### config.mk
export PLATFORM = sky130hd
export DESIGN_NAME = stable_priority_queue
export DESIGN_NICKNAME = d
export VERILOG_FILES = /design/src/hw/rtl/spq_pkg.sv /design/src/hw/rtl/spq_datapath.sv /design/src/hw/rtl/spq_controller.sv /design/src/hw/rtl/stable_priority_queue.sv
export VERILOG_INCLUDE_DIRS = /design/src /design/src/hw/rtl
export SDC_FILE = /design/constraint.sdc
export NUM_CORES = 1
export LEC_CHECK = 0
export BUFFER_PORTS_ARGS = -buffer_cell sky130_fd_sc_hd__buf_2
export CORE_MARGIN = 2
export CORE_UTILIZATION = 40
export CTS_CLUSTER_SIZE = 20
export DETAILED_ROUTE_END_ITERATION = 16
export GPL_TIMING_DRIVEN = 1
export SKIP_CTS_REPAIR_TIMING = 1
export SYNTH_ARGS = -nofsm -noshare
export SYNTH_HDL_FRONTEND = slang
export SYNTH_SLANG_ARGS = --single-unit
### constraint.sdc
create_clock -name clock -period 3.63 [get_ports clock]
set_input_delay 0.1815 -clock clock [delete_from_list [all_inputs] [get_ports clock]]
set_output_delay 0.1815 -clock clock [all_outputs]
set_load 0.01 [all_outputs]
### src/hw/rtl/stable_priority_queue_defines.svh
// Assertion macros shared by the stable priority queue RTL.
// Expects signals named clock and reset in the scope of each use.
`ifndef STABLE_PRIORITY_QUEUE_DEFINES_SVH
`define STABLE_PRIORITY_QUEUE_DEFINES_SVH

// same-cycle implication
`define SPQ_ASSERT_NOW(label, ante, cons) \
   label: assert property (@(posedge clock) disable iff (reset) (ante) |-> (cons)) \
      else $error("spq assertion failed");

// next-cycle implication
`define SPQ_ASSERT_NEXT(label, ante, cons) \
   label: assert property (@(posedge clock) disable iff (reset) (ante) |=> (cons)) \
      else $error("spq assertion failed");

`endif

### src/hw/rtl/spq_pkg.sv
// Package for the stable priority queue: default sizes, codes, FSM state
// and the command struct between controller and datapath. No dependencies.
package spq_pkg;

   localparam int QUEUE_DEPTH_DEFAULT   = 16;
   localparam int PRIORITY_BITS_DEFAULT = 4;
   localparam int ID_BITS_DEFAULT       = 16;
   localparam int STATUS_BITS           = 2;

   typedef enum logic [STATUS_BITS-1:0] {
      STATUS_DONE  = 2'd0,
      STATUS_EMPTY = 2'd1,
      STATUS_FULL  = 2'd2
   } status_type;

   typedef enum logic {
      REQ_ENQUEUE = 1'b0,
      REQ_DEQUEUE = 1'b1
   } req_kind_type;

   typedef enum logic {
      ST_IDLE,
      ST_EXEC
   } state_type;

   typedef struct packed {
      logic load;   // capture the accepted request
      logic exec;   // update the slots and load the result register
   } cmd_type;

endpackage

### src/hw/rtl/spq_datapath.sv
// Datapath of the stable priority queue: request capture, a row of slot
// registers that insert or shift in one step, entry count and result register.
// Depends on spq_pkg.
module spq_datapath #(
   parameter int QUEUE_DEPTH   = spq_pkg::QUEUE_DEPTH_DEFAULT,
   parameter int PRIORITY_BITS = spq_pkg::PRIORITY_BITS_DEFAULT,
   parameter int ID_BITS       = spq_pkg::ID_BITS_DEFAULT,
   localparam int CNT_W        = $clog2(QUEUE_DEPTH + 1)
) (
   input  logic                     clock,
   input  logic                     reset,
   input  spq_pkg::cmd_type         cmd,
   input  spq_pkg::req_kind_type    req_kind,
   input  logic [ID_BITS-1:0]       req_id,
   input  logic [PRIORITY_BITS-1:0] req_priority,
   output spq_pkg::status_type      status,
   output logic [ID_BITS-1:0]       served_id,
   output logic [PRIORITY_BITS-1:0] served_priority,
   output logic [CNT_W-1:0]         fill_level
);

   spq_pkg::req_kind_type    kind_ff;
   logic [ID_BITS-1:0]       new_id_ff;
   logic [PRIORITY_BITS-1:0] new_pri_ff;

   logic [ID_BITS-1:0]       id_ff  [QUEUE_DEPTH];
   logic [ID_BITS-1:0]       id_in  [QUEUE_DEPTH];
   logic [PRIORITY_BITS-1:0] pri_ff [QUEUE_DEPTH];
   logic [PRIORITY_BITS-1:0] pri_in [QUEUE_DEPTH];
   logic [QUEUE_DEPTH-1:0]   keep;

   logic [CNT_W-1:0] count_ff, count_in;

   spq_pkg::status_type      status_ff, status_in;
   logic [ID_BITS-1:0]       sid_ff, sid_in;
   logic [PRIORITY_BITS-1:0] spri_ff, spri_in;
   logic [CNT_W-1:0]         fill_ff, fill_in;

   logic is_full, is_empty;

   assign is_full  = (count_ff == CNT_W'(QUEUE_DEPTH));
   assign is_empty = (count_ff == '0);

   // Slots are sorted, so keep is a run of ones from slot 0: a slot holds
   // while its entry ranks at or before the new one.
   always_comb begin
      for (int i = 0; i < QUEUE_DEPTH; i++) begin
         keep[i] = (count_ff > CNT_W'(i)) && (pri_ff[i] <= new_pri_ff);
      end
   end

   always_comb begin
      for (int i = 0; i < QUEUE_DEPTH; i++) begin
         id_in[i]  = id_ff[i];
         pri_in[i] = pri_ff[i];
         if (kind_ff == spq_pkg::REQ_ENQUEUE) begin
            if (!keep[i]) begin
               if (i == 0) begin
                  id_in[i]  = new_id_ff;
                  pri_in[i] = new_pri_ff;
               end else if (keep[i-1]) begin
                  id_in[i]  = new_id_ff;
                  pri_in[i] = new_pri_ff;
               end else begin
                  id_in[i]  = id_ff[i-1];
                  pri_in[i] = pri_ff[i-1];
               end
            end
         end else if (i < QUEUE_DEPTH - 1) begin
            id_in[i]  = id_ff[i+1];
            pri_in[i] = pri_ff[i+1];
         end
      end
   end

   always_comb begin
      count_in  = count_ff;
      status_in = spq_pkg::STATUS_DONE;
      sid_in    = '0;
      spri_in   = '0;
      if (kind_ff == spq_pkg::REQ_ENQUEUE) begin
         if (is_full) begin
            status_in = spq_pkg::STATUS_FULL;
         end else begin
            count_in = count_ff + CNT_W'(1);
         end
      end else begin
         if (is_empty) begin
            status_in = spq_pkg::STATUS_EMPTY;
         end else begin
            count_in = count_ff - CNT_W'(1);
            sid_in   = id_ff[0];
            spri_in  = pri_ff[0];
         end
      end
      fill_in = count_in;
   end

   always_ff @(posedge clock) begin
      if (cmd.load) begin
         kind_ff    <= req_kind;
         new_id_ff  <= req_id;
         new_pri_ff <= req_priority;
      end
   end

   // full/empty requests leave the slots alone
   always_ff @(posedge clock) begin
      if (cmd.exec && !(kind_ff == spq_pkg::REQ_ENQUEUE ? is_full : is_empty)) begin
         for (int i = 0; i < QUEUE_DEPTH; i++) begin
            id_ff[i]  <= id_in[i];
            pri_ff[i] <= pri_in[i];
         end
      end
   end

   always_ff @(posedge clock) begin
      if (reset) begin
         count_ff <= '0;
      end else if (cmd.exec) begin
         count_ff <= count_in;
      end
   end

   always_ff @(posedge clock) begin
      if (cmd.exec) begin
         status_ff <= status_in;
         sid_ff    <= sid_in;
         spri_ff   <= spri_in;
         fill_ff   <= fill_in;
      end
   end

   assign status          = status_ff;
   assign served_id       = sid_ff;
   assign served_priority = spri_ff;
   assign fill_level      = fill_ff;

endmodule

### src/hw/rtl/spq_controller.sv
// Controller of the stable priority queue: accept/execute sequencing and the
// result valid flag. Depends on spq_pkg and stable_priority_queue_defines.svh.
`include "stable_priority_queue_defines.svh"

module spq_controller (
   input  logic             clock,
   input  logic             reset,
   input  logic             req_tvalid,
   output logic             req_tready,
   output logic             rsp_tvalid,
   input  logic             rsp_tready,
   output spq_pkg::cmd_type cmd
);

   spq_pkg::state_type state_ff, state_in;
   logic               rsp_valid_ff, rsp_valid_in;

   // next state
   always_comb begin
      state_in = state_ff;
      unique case (state_ff)
         spq_pkg::ST_IDLE: begin
            if (req_tvalid) state_in = spq_pkg::ST_EXEC;
         end
         spq_pkg::ST_EXEC: begin
            if (!rsp_valid_ff || rsp_tready) state_in = spq_pkg::ST_IDLE;
         end
         default: state_in = spq_pkg::ST_IDLE;
      endcase
   end

   // outputs; execution waits until the result register is free
   always_comb begin
      req_tready = 1'b0;
      cmd        = '0;
      unique case (state_ff)
         spq_pkg::ST_IDLE: begin
            req_tready = 1'b1;
            cmd.load   = req_tvalid;
         end
         spq_pkg::ST_EXEC: begin
            cmd.exec = !rsp_valid_ff || rsp_tready;
         end
         default: begin
            req_tready = 1'b0;
         end
      endcase
   end

   always_comb begin
      rsp_valid_in = rsp_valid_ff;
      if (cmd.exec) begin
         rsp_valid_in = 1'b1;
      end else if (rsp_tready) begin
         rsp_valid_in = 1'b0;
      end
   end

   always_ff @(posedge clock) begin
      if (reset) begin
         state_ff     <= spq_pkg::ST_IDLE;
         rsp_valid_ff <= 1'b0;
      end else begin
         state_ff     <= state_in;
         rsp_valid_ff <= rsp_valid_in;
      end
   end

   assign rsp_tvalid = rsp_valid_ff;

   `SPQ_ASSERT_NEXT(a_exec_gives_rsp, cmd.exec, rsp_tvalid)
   `SPQ_ASSERT_NEXT(a_load_then_busy, cmd.load, !req_tready && !cmd.load)
   `SPQ_ASSERT_NOW(a_no_exec_over_pending, rsp_tvalid && !rsp_tready, !cmd.exec)

endmodule

### src/hw/rtl/stable_priority_queue.sv
// Stable priority queue: a transferred request is captured in the request registers,
// then the execute step inserts or shifts the whole slot row at once and loads the
// result register. The controller's capture/execute sequence takes no new request
// until the last one has executed; a held result stalls the execute step until it
// is taken. Synchronous reset empties the queue and clears the handshake state; slot
// contents are undefined until written.
module stable_priority_queue #(
   parameter int QUEUE_DEPTH   = spq_pkg::QUEUE_DEPTH_DEFAULT,
   parameter int PRIORITY_BITS = spq_pkg::PRIORITY_BITS_DEFAULT,
   parameter int ID_BITS       = spq_pkg::ID_BITS_DEFAULT,
   localparam int CNT_W        = $clog2(QUEUE_DEPTH + 1),
   localparam int IN_W         = ID_BITS + PRIORITY_BITS,
   localparam int IN_TDATA_W   = ((IN_W + 7) / 8) * 8,
   localparam int OUT_W        = spq_pkg::STATUS_BITS + ID_BITS + PRIORITY_BITS + CNT_W,
   localparam int OUT_TDATA_W  = ((OUT_W + 7) / 8) * 8
) (
   input  logic                   clock,
   input  logic                   reset,
   input  logic                   req_tvalid,
   output logic                   req_tready,
   input  logic [IN_TDATA_W-1:0]  req_tdata,   // item_id, priority_req, zero pad
   input  logic                   req_tuser,   // req_type
   output logic                   rsp_tvalid,
   input  logic                   rsp_tready,
   output logic [OUT_TDATA_W-1:0] rsp_tdata    // status, served_id, served_priority,
                                               // fill_level, zero pad
);

   spq_pkg::cmd_type         cmd;
   spq_pkg::status_type      status;
   logic [ID_BITS-1:0]       served_id;
   logic [PRIORITY_BITS-1:0] served_priority;
   logic [CNT_W-1:0]         fill_level;

   spq_controller u_ctrl (
      .clock      (clock),
      .reset      (reset),
      .req_tvalid (req_tvalid),
      .req_tready (req_tready),
      .rsp_tvalid (rsp_tvalid),
      .rsp_tready (rsp_tready),
      .cmd        (cmd)
   );

   spq_datapath #(
      .QUEUE_DEPTH   (QUEUE_DEPTH),
      .PRIORITY_BITS (PRIORITY_BITS),
      .ID_BITS       (ID_BITS)
   ) u_dp (
      .clock           (clock),
      .reset           (reset),
      .cmd             (cmd),
      .req_kind        (spq_pkg::req_kind_type'(req_tuser)),
      .req_id          (req_tdata[ID_BITS-1:0]),
      .req_priority    (req_tdata[IN_W-1:ID_BITS]),
      .status          (status),
      .served_id       (served_id),
      .served_priority (served_priority),
      .fill_level      (fill_level)
   );

   assign rsp_tdata = OUT_TDATA_W'({fill_level, served_priority, served_id, status});

endmodule

==> metrics.csv, run 1 <==
metric,value,unit
status,completed,
dp.cells,2787,
finalHoldViolations,0,
multiInputGateArea,9960,sq um
crit_required,3950,ps
critPathMaxStageDelay,650,ps
cts-buffers-inserted,44,
final_util,45.2,%
synth_ff_type,edfxtp_1,
async_flop_share,0,%
yosysTopAreaCell,edfxtp_1,
synth_area_leaders,"edfxtp_1 (50%), o221a_2 (5.1%), o21ai_0 (4.7%), ha_1 (4.0%), o22ai_1 (3.4%)",
synth_edf_count,368,
tns,0,ps
rsz0062_at_grt,no,
synth_top_area_share,49.9,%
slew_headroom,19.9,%
grt_antenna_before_repair,0,
insertedDiodeCount,0,
post_drt_wl_per_cell,25.4,um
critPathKind,reg2reg,
gr-total-overflow,0,
drive_gt1_share,17.7,%
die_x,239,um
grt_max_degree,203,
ys_types,68,
muxShareOfSynthArea,2.92,%
final_cell_mix,"edfxtp_1 (368), o21ai_0 (202), nand2_1 (180)",
synth_top_family_by_area,compound AO/OA/AOI/OAI gates,
finalWirelength,73.5,mm
reg2reg_slack,490,ps
crit_path_cell_trace,inv_1 > ha_1 > o21ba_2 > nand2b_1 > buf_4 > nand2_1 > o221a_2,
max_freq,318,MHz
cts_tree,built,
reg2reg_depth,7,
num_vias,19200,
tightestPinTransition,1200,ps
setup_viol,0,
synth_xor_area_share,0.158,%
fin_crit_sh,86.5,%
drv_cap,0,
yosys_warnings,0,
hold_path_depth,5,
powerDensity,518,nW/um^2
fin_nets,2209,
clk_pin_slew,60,ps
synth_seq_cells,375,
p_leak,0.00863,uW
dr.pass1.iters,5,
io_pins,63,
routed_via_density,6.66,
dieHeight,239,um
grt_pass1_vias,18900,
fin_cells,2889,
final-seq-area,11200,sq um
rows,86,
syn_area,22200,sq um
start_util,40.3,%
clkLatencyLatePin,590,ps
postRouteAntennaNets,0,
synth-simple-area-share,11.1,%
clock_sinks,375,
fin_skew,26.2,ps
drv_slew,0,
place_congestion,0.867,
cts_buffer_depth,3,
yosysSeqAreaShare,50.5,%
grtUsageTotal,24.8,%
ir_drop,344,uV
end_kind,flop,
grt_pass1_wl,111,mm
synth_compound_area_share,26.3,%
worst_path_max_delay_cell,nand2_1,
fin_crit,3140,ps
clockRootBuffer,clkbuf_16,
crit_fanout,22,
dieArea,57300,sq um
port_buffers,53,
syn_avg_cell_area,10.4,sq um
drtIter0Drc,2149,
h-tree-depth,2,
critPathLaunchType,flop,
synthAdderAreaFrac,3.95,%
drc,0,
area_growth,12.3,%
synthCells,2126,
dp_hpwl,48.6,mm
crit_arrival,3460,ps
fillCellCount,5046,
hold_path.class,in2reg,
core_area,55000,sq um
final_common_cell,edfxtp_1,
[cells by family after synthesis]
kind of cell / after synthesis
AO/OA/AOI/OAI: 823
AND/OR/NAND/NOR: 524
flip-flops: 375
buffers and inverters: 269
adder cells (fa/ha/maj): 70
multiplexers: 60
XOR/XNOR: 4
other: 1
[routing by layer]
layer | up-vias | global-route usage, % | wire [um]
met1 | 9570 | 32.3 | 29500
met5 | - | 0 | 0
li1 | 8374 | - | -
met4 | 0 | 12.7 | 3630
met3 | 233 | 2.90 | 5270
met2 | 1054 | 40.9 | 35100
[where the power goes]
group	leakage (uW)	internal, uW	switching [uW]
logic	0.00449	1060	1750
registers	0.00346	5290	343
clock network	0.000684	2560	1880
[cell usage after synthesis (4+ instances only)]
master / count
a211oi_1: 38
a21oi_1: 86
a22oi_1: 6
a2bb2oi_1: 76
a311oi_1: 45
a31oi_1: 47
and2_1: 4
and3_1: 21
buf_1: 8
buf_2: 54
buf_4: 9
clkbuf_1: 164
dfxtp_1: 7
edfxtp_1: 368
ha_1: 70
inv_1: 32
mux2_2: 36
mux2i_1: 23
nand2_1: 180
nand2b_1: 11
nand3_1: 9
nand4_1: 12
nor2_1: 117
nor2b_1: 11
nor3_1: 67
o211ai_1: 6
o21a_1: 18
o21ai_0: 206
o21ai_1: 14
o221a_2: 100
o221ai_1: 20
o22a_1: 20
o22ai_1: 119
or2_2: 18
or3_1: 62
[final cells by class]
cell class | instances | share of cell area [%]
inverters | 33 | 0.518
repair buffers | 170 | 5.10
well taps | 748 | 3.76
flip-flops and latches | 375 | 45.0
clock buffers | 53 | 4.68
multi-input cells | 1486 | 40.0
clock inverters | 24 | 0.905
[per-stage QoR]
stage	setup slack, ps	cell area, sq um	total power, uW	hold slack (ps)
4_1_cts	549	24600	12900	-254
2_1_floorplan	299	22200	7490	251
3_3_place_gp	553	23200	8350	362
3_5_place_dp	543	23200	8440	360
5_1_grt	354	24900	13300	289
6_report	490	24900	12900	239
[path summary, 6_finish.rpt]
path,startpoint,end
worst max-delay path,u_dp.count_ff[1],u_dp.id_ff[0][36]
worst max register to register,u_dp.count_ff[1],u_dp.id_ff[0][36]
worst min-delay path,rsp_tready,u_dp.count_ff[1]
worst min register to register,u_dp.id_ff[1][125],u_dp.id_ff[1][109]
[sequential cells by signal, indices dropped and copies added (netlist names), 2 cells and up]
name                  flops
u_dp.served_id           16
u_dp.fill_level           5
u_dp.new_pri_ff           4
u_dp.pri_ff              64
u_dp.served_priority      4
u_dp.id_ff              256
u_dp.status               2
u_dp.new_id_ff           16
u_dp.count_ff             5
[worst max-delay path, delay by kind of cell (launching register included)]
family	cells	cell delay (ps)
AND/OR/NAND/NOR	2	760
AO/OA/AOI/OAI	2	760
adder cells (fa/ha/maj)	1	290
flip-flops	1	570
buffers and inverters	2	490
(Power assumes the default switching activity.)
==> run 2, diff against run 1 <==
--- a/config.mk
+++ b/config.mk
@@ -8,10 +8,10 @@
 export LEC_CHECK = 0
 export BUFFER_PORTS_ARGS = -buffer_cell sky130_fd_sc_hd__buf_2
 export CORE_MARGIN = 2
-export CORE_UTILIZATION = 40
-export CTS_CLUSTER_SIZE = 20
+export CORE_UTILIZATION = 55
 export DETAILED_ROUTE_END_ITERATION = 16
 export GPL_TIMING_DRIVEN = 1
+export PLACE_DENSITY = 0.72
 export SKIP_CTS_REPAIR_TIMING = 1
 export SYNTH_ARGS = -nofsm -noshare
 export SYNTH_HDL_FRONTEND = slang
==> metrics.csv, run 2 (synthesis gave the netlist of run 1 again) <==
metric,value,unit
status,completed,
io_pins,63,
powerDensity,522,nW/um^2
tightestPinTransition,1180,ps
area_growth,10.8,%
postRouteAntennaNets,0,
gr-total-overflow,0,
grt_antenna_before_repair,0,
die_x,205,um
dp_hpwl,49.8,mm
num_vias,19500,
fin_crit_sh,88.0,%
cts_buffer_depth,3,
final_cell_mix,"edfxtp_1 (368), o21ai_0 (202), nand2_1 (180)",
grtUsageTotal,36.1,%
critPathKind,reg2reg,
fin_skew,17.3,ps
routed_via_density,7.30,
largest_reg_flops,256,
core_area,39700,sq um
cts_tree,built,
clk_pin_slew,60,ps
max_freq,313,MHz
fin_crit,3190,ps
ir_drop,427,uV
pre_cts_ws,535,ps
tns,0,ps
finalHoldViolations,0,
slew_headroom,21.3,%
grt_pass1_wl,113,mm
fin_nets,2205,
drtIter0Drc,2562,
crit_required,3940,ps
drv_slew,0,
largest-register,u_dp.id_ff,
multiInputGateArea,9960,sq um
post_drt_wl_per_cell,28.9,um
finalWirelength,77.0,mm
start_util,55.8,%
final-seq-area,11200,sq um
end_kind,flop,
clock_sinks,375,
clockRootBuffer,clkbuf_16,
hold_path.class,in2reg,
insertedDiodeCount,0,
rsz0062_at_grt,no,
dieArea,41900,sq um
grt_max_degree,126,
setup_viol,0,
fillCellCount,3213,
drc,0,
final_common_cell,edfxtp_1,
h-tree-depth,2,
dieHeight,205,um
post-route-worst-setup-slack,436,ps
drive_gt1_share,17.5,%
place_congestion,0.901,
p_leak,0.00861,uW
drv_cap,0,
reg.largest.list,"u_dp.id_ff: 256 flops, u_dp.pri_ff: 64 flops",
dr.pass1.iters,9,
clkLatencyLatePin,580,ps
crit_arrival,3510,ps
rows,73,
grt_pass1_vias,18200,
port_buffers,53,
crit_fanout,18,
critPathLaunchType,flop,
cts-buffers-inserted,43,
## run 2: cell types whose count changed in the layout (fill, tap and decap cells not counted), sizes merged
cell / change
buf: -2
bufinv: -1
clkbuf: +9
clkinv: -6
dlygate4sd3: -1
inv: -1
## run 2: final cells by class
cell class              count  share of cell area (%)
flip-flops and latches    375                    45.6
clock inverters            16                   0.606
multi-input cells        1486                    40.5
well taps                 525                    2.67
inverters                  33                   0.525
clock buffers              62                    4.93
repair buffers            167                    5.17
## run 2: per-stage QoR
stage	hold WS (ps)	cells	total power (uW)	area [sq um]	util (%)
floorplan	251	2130	7490	22200	-
CTS	-233	2640	12700	24300	61.2
finish	309	2664	12800	24600	61.8
global placement	358	2562	8320	23000	57.8
global route	321	2664	13200	24600	61.8
detailed placement	360	2562	8440	23000	57.8
## run 2: worst max-delay path, cell delays in order (launching register included)
cell and delay [ps]:
edfxtp_1 370, inv_1 500, buf_4 260, ha_1 250
nor2b_1 160, a2111oi_2 360, nand2_1 530, o221ai_1 370
a21oi_1 130
## run 2: power breakdown
group	total, uW	switching, uW	leakage [uW]	internal, uW
Sequential	5700	407	0.00346	5290
Clock	4330	1810	0.000668	2520
Combinational	2780	1720	0.00449	1060
## run 2: final timing paths
| check | slack (ps) | to | depth (start not counted) | from |
|---|---|---|---|---|
| worst max-delay path | 440 | u_dp.id_ff[1][83] | 8 | u_dp.new_pri_ff[1] |
| worst min-delay path | 310 | u_dp.kind_ff | 2 | req_tuser |
| worst max register to register | 440 | u_dp.id_ff[1][83] | 8 | u_dp.new_pri_ff[1] |
| worst min register to register | 550 | u_ctrl.rsp_tvalid | 2 | u_ctrl.rsp_tvalid |
## run 2: routing by layer
layer,GRT usage (%),routed length [um],up-vias
li1,-,-,8372
met1,46.3,27800,9438
met2,55.6,34900,1360
met3,8.05,8870,288
met4,22.4,5440,0
met5,0,0,-
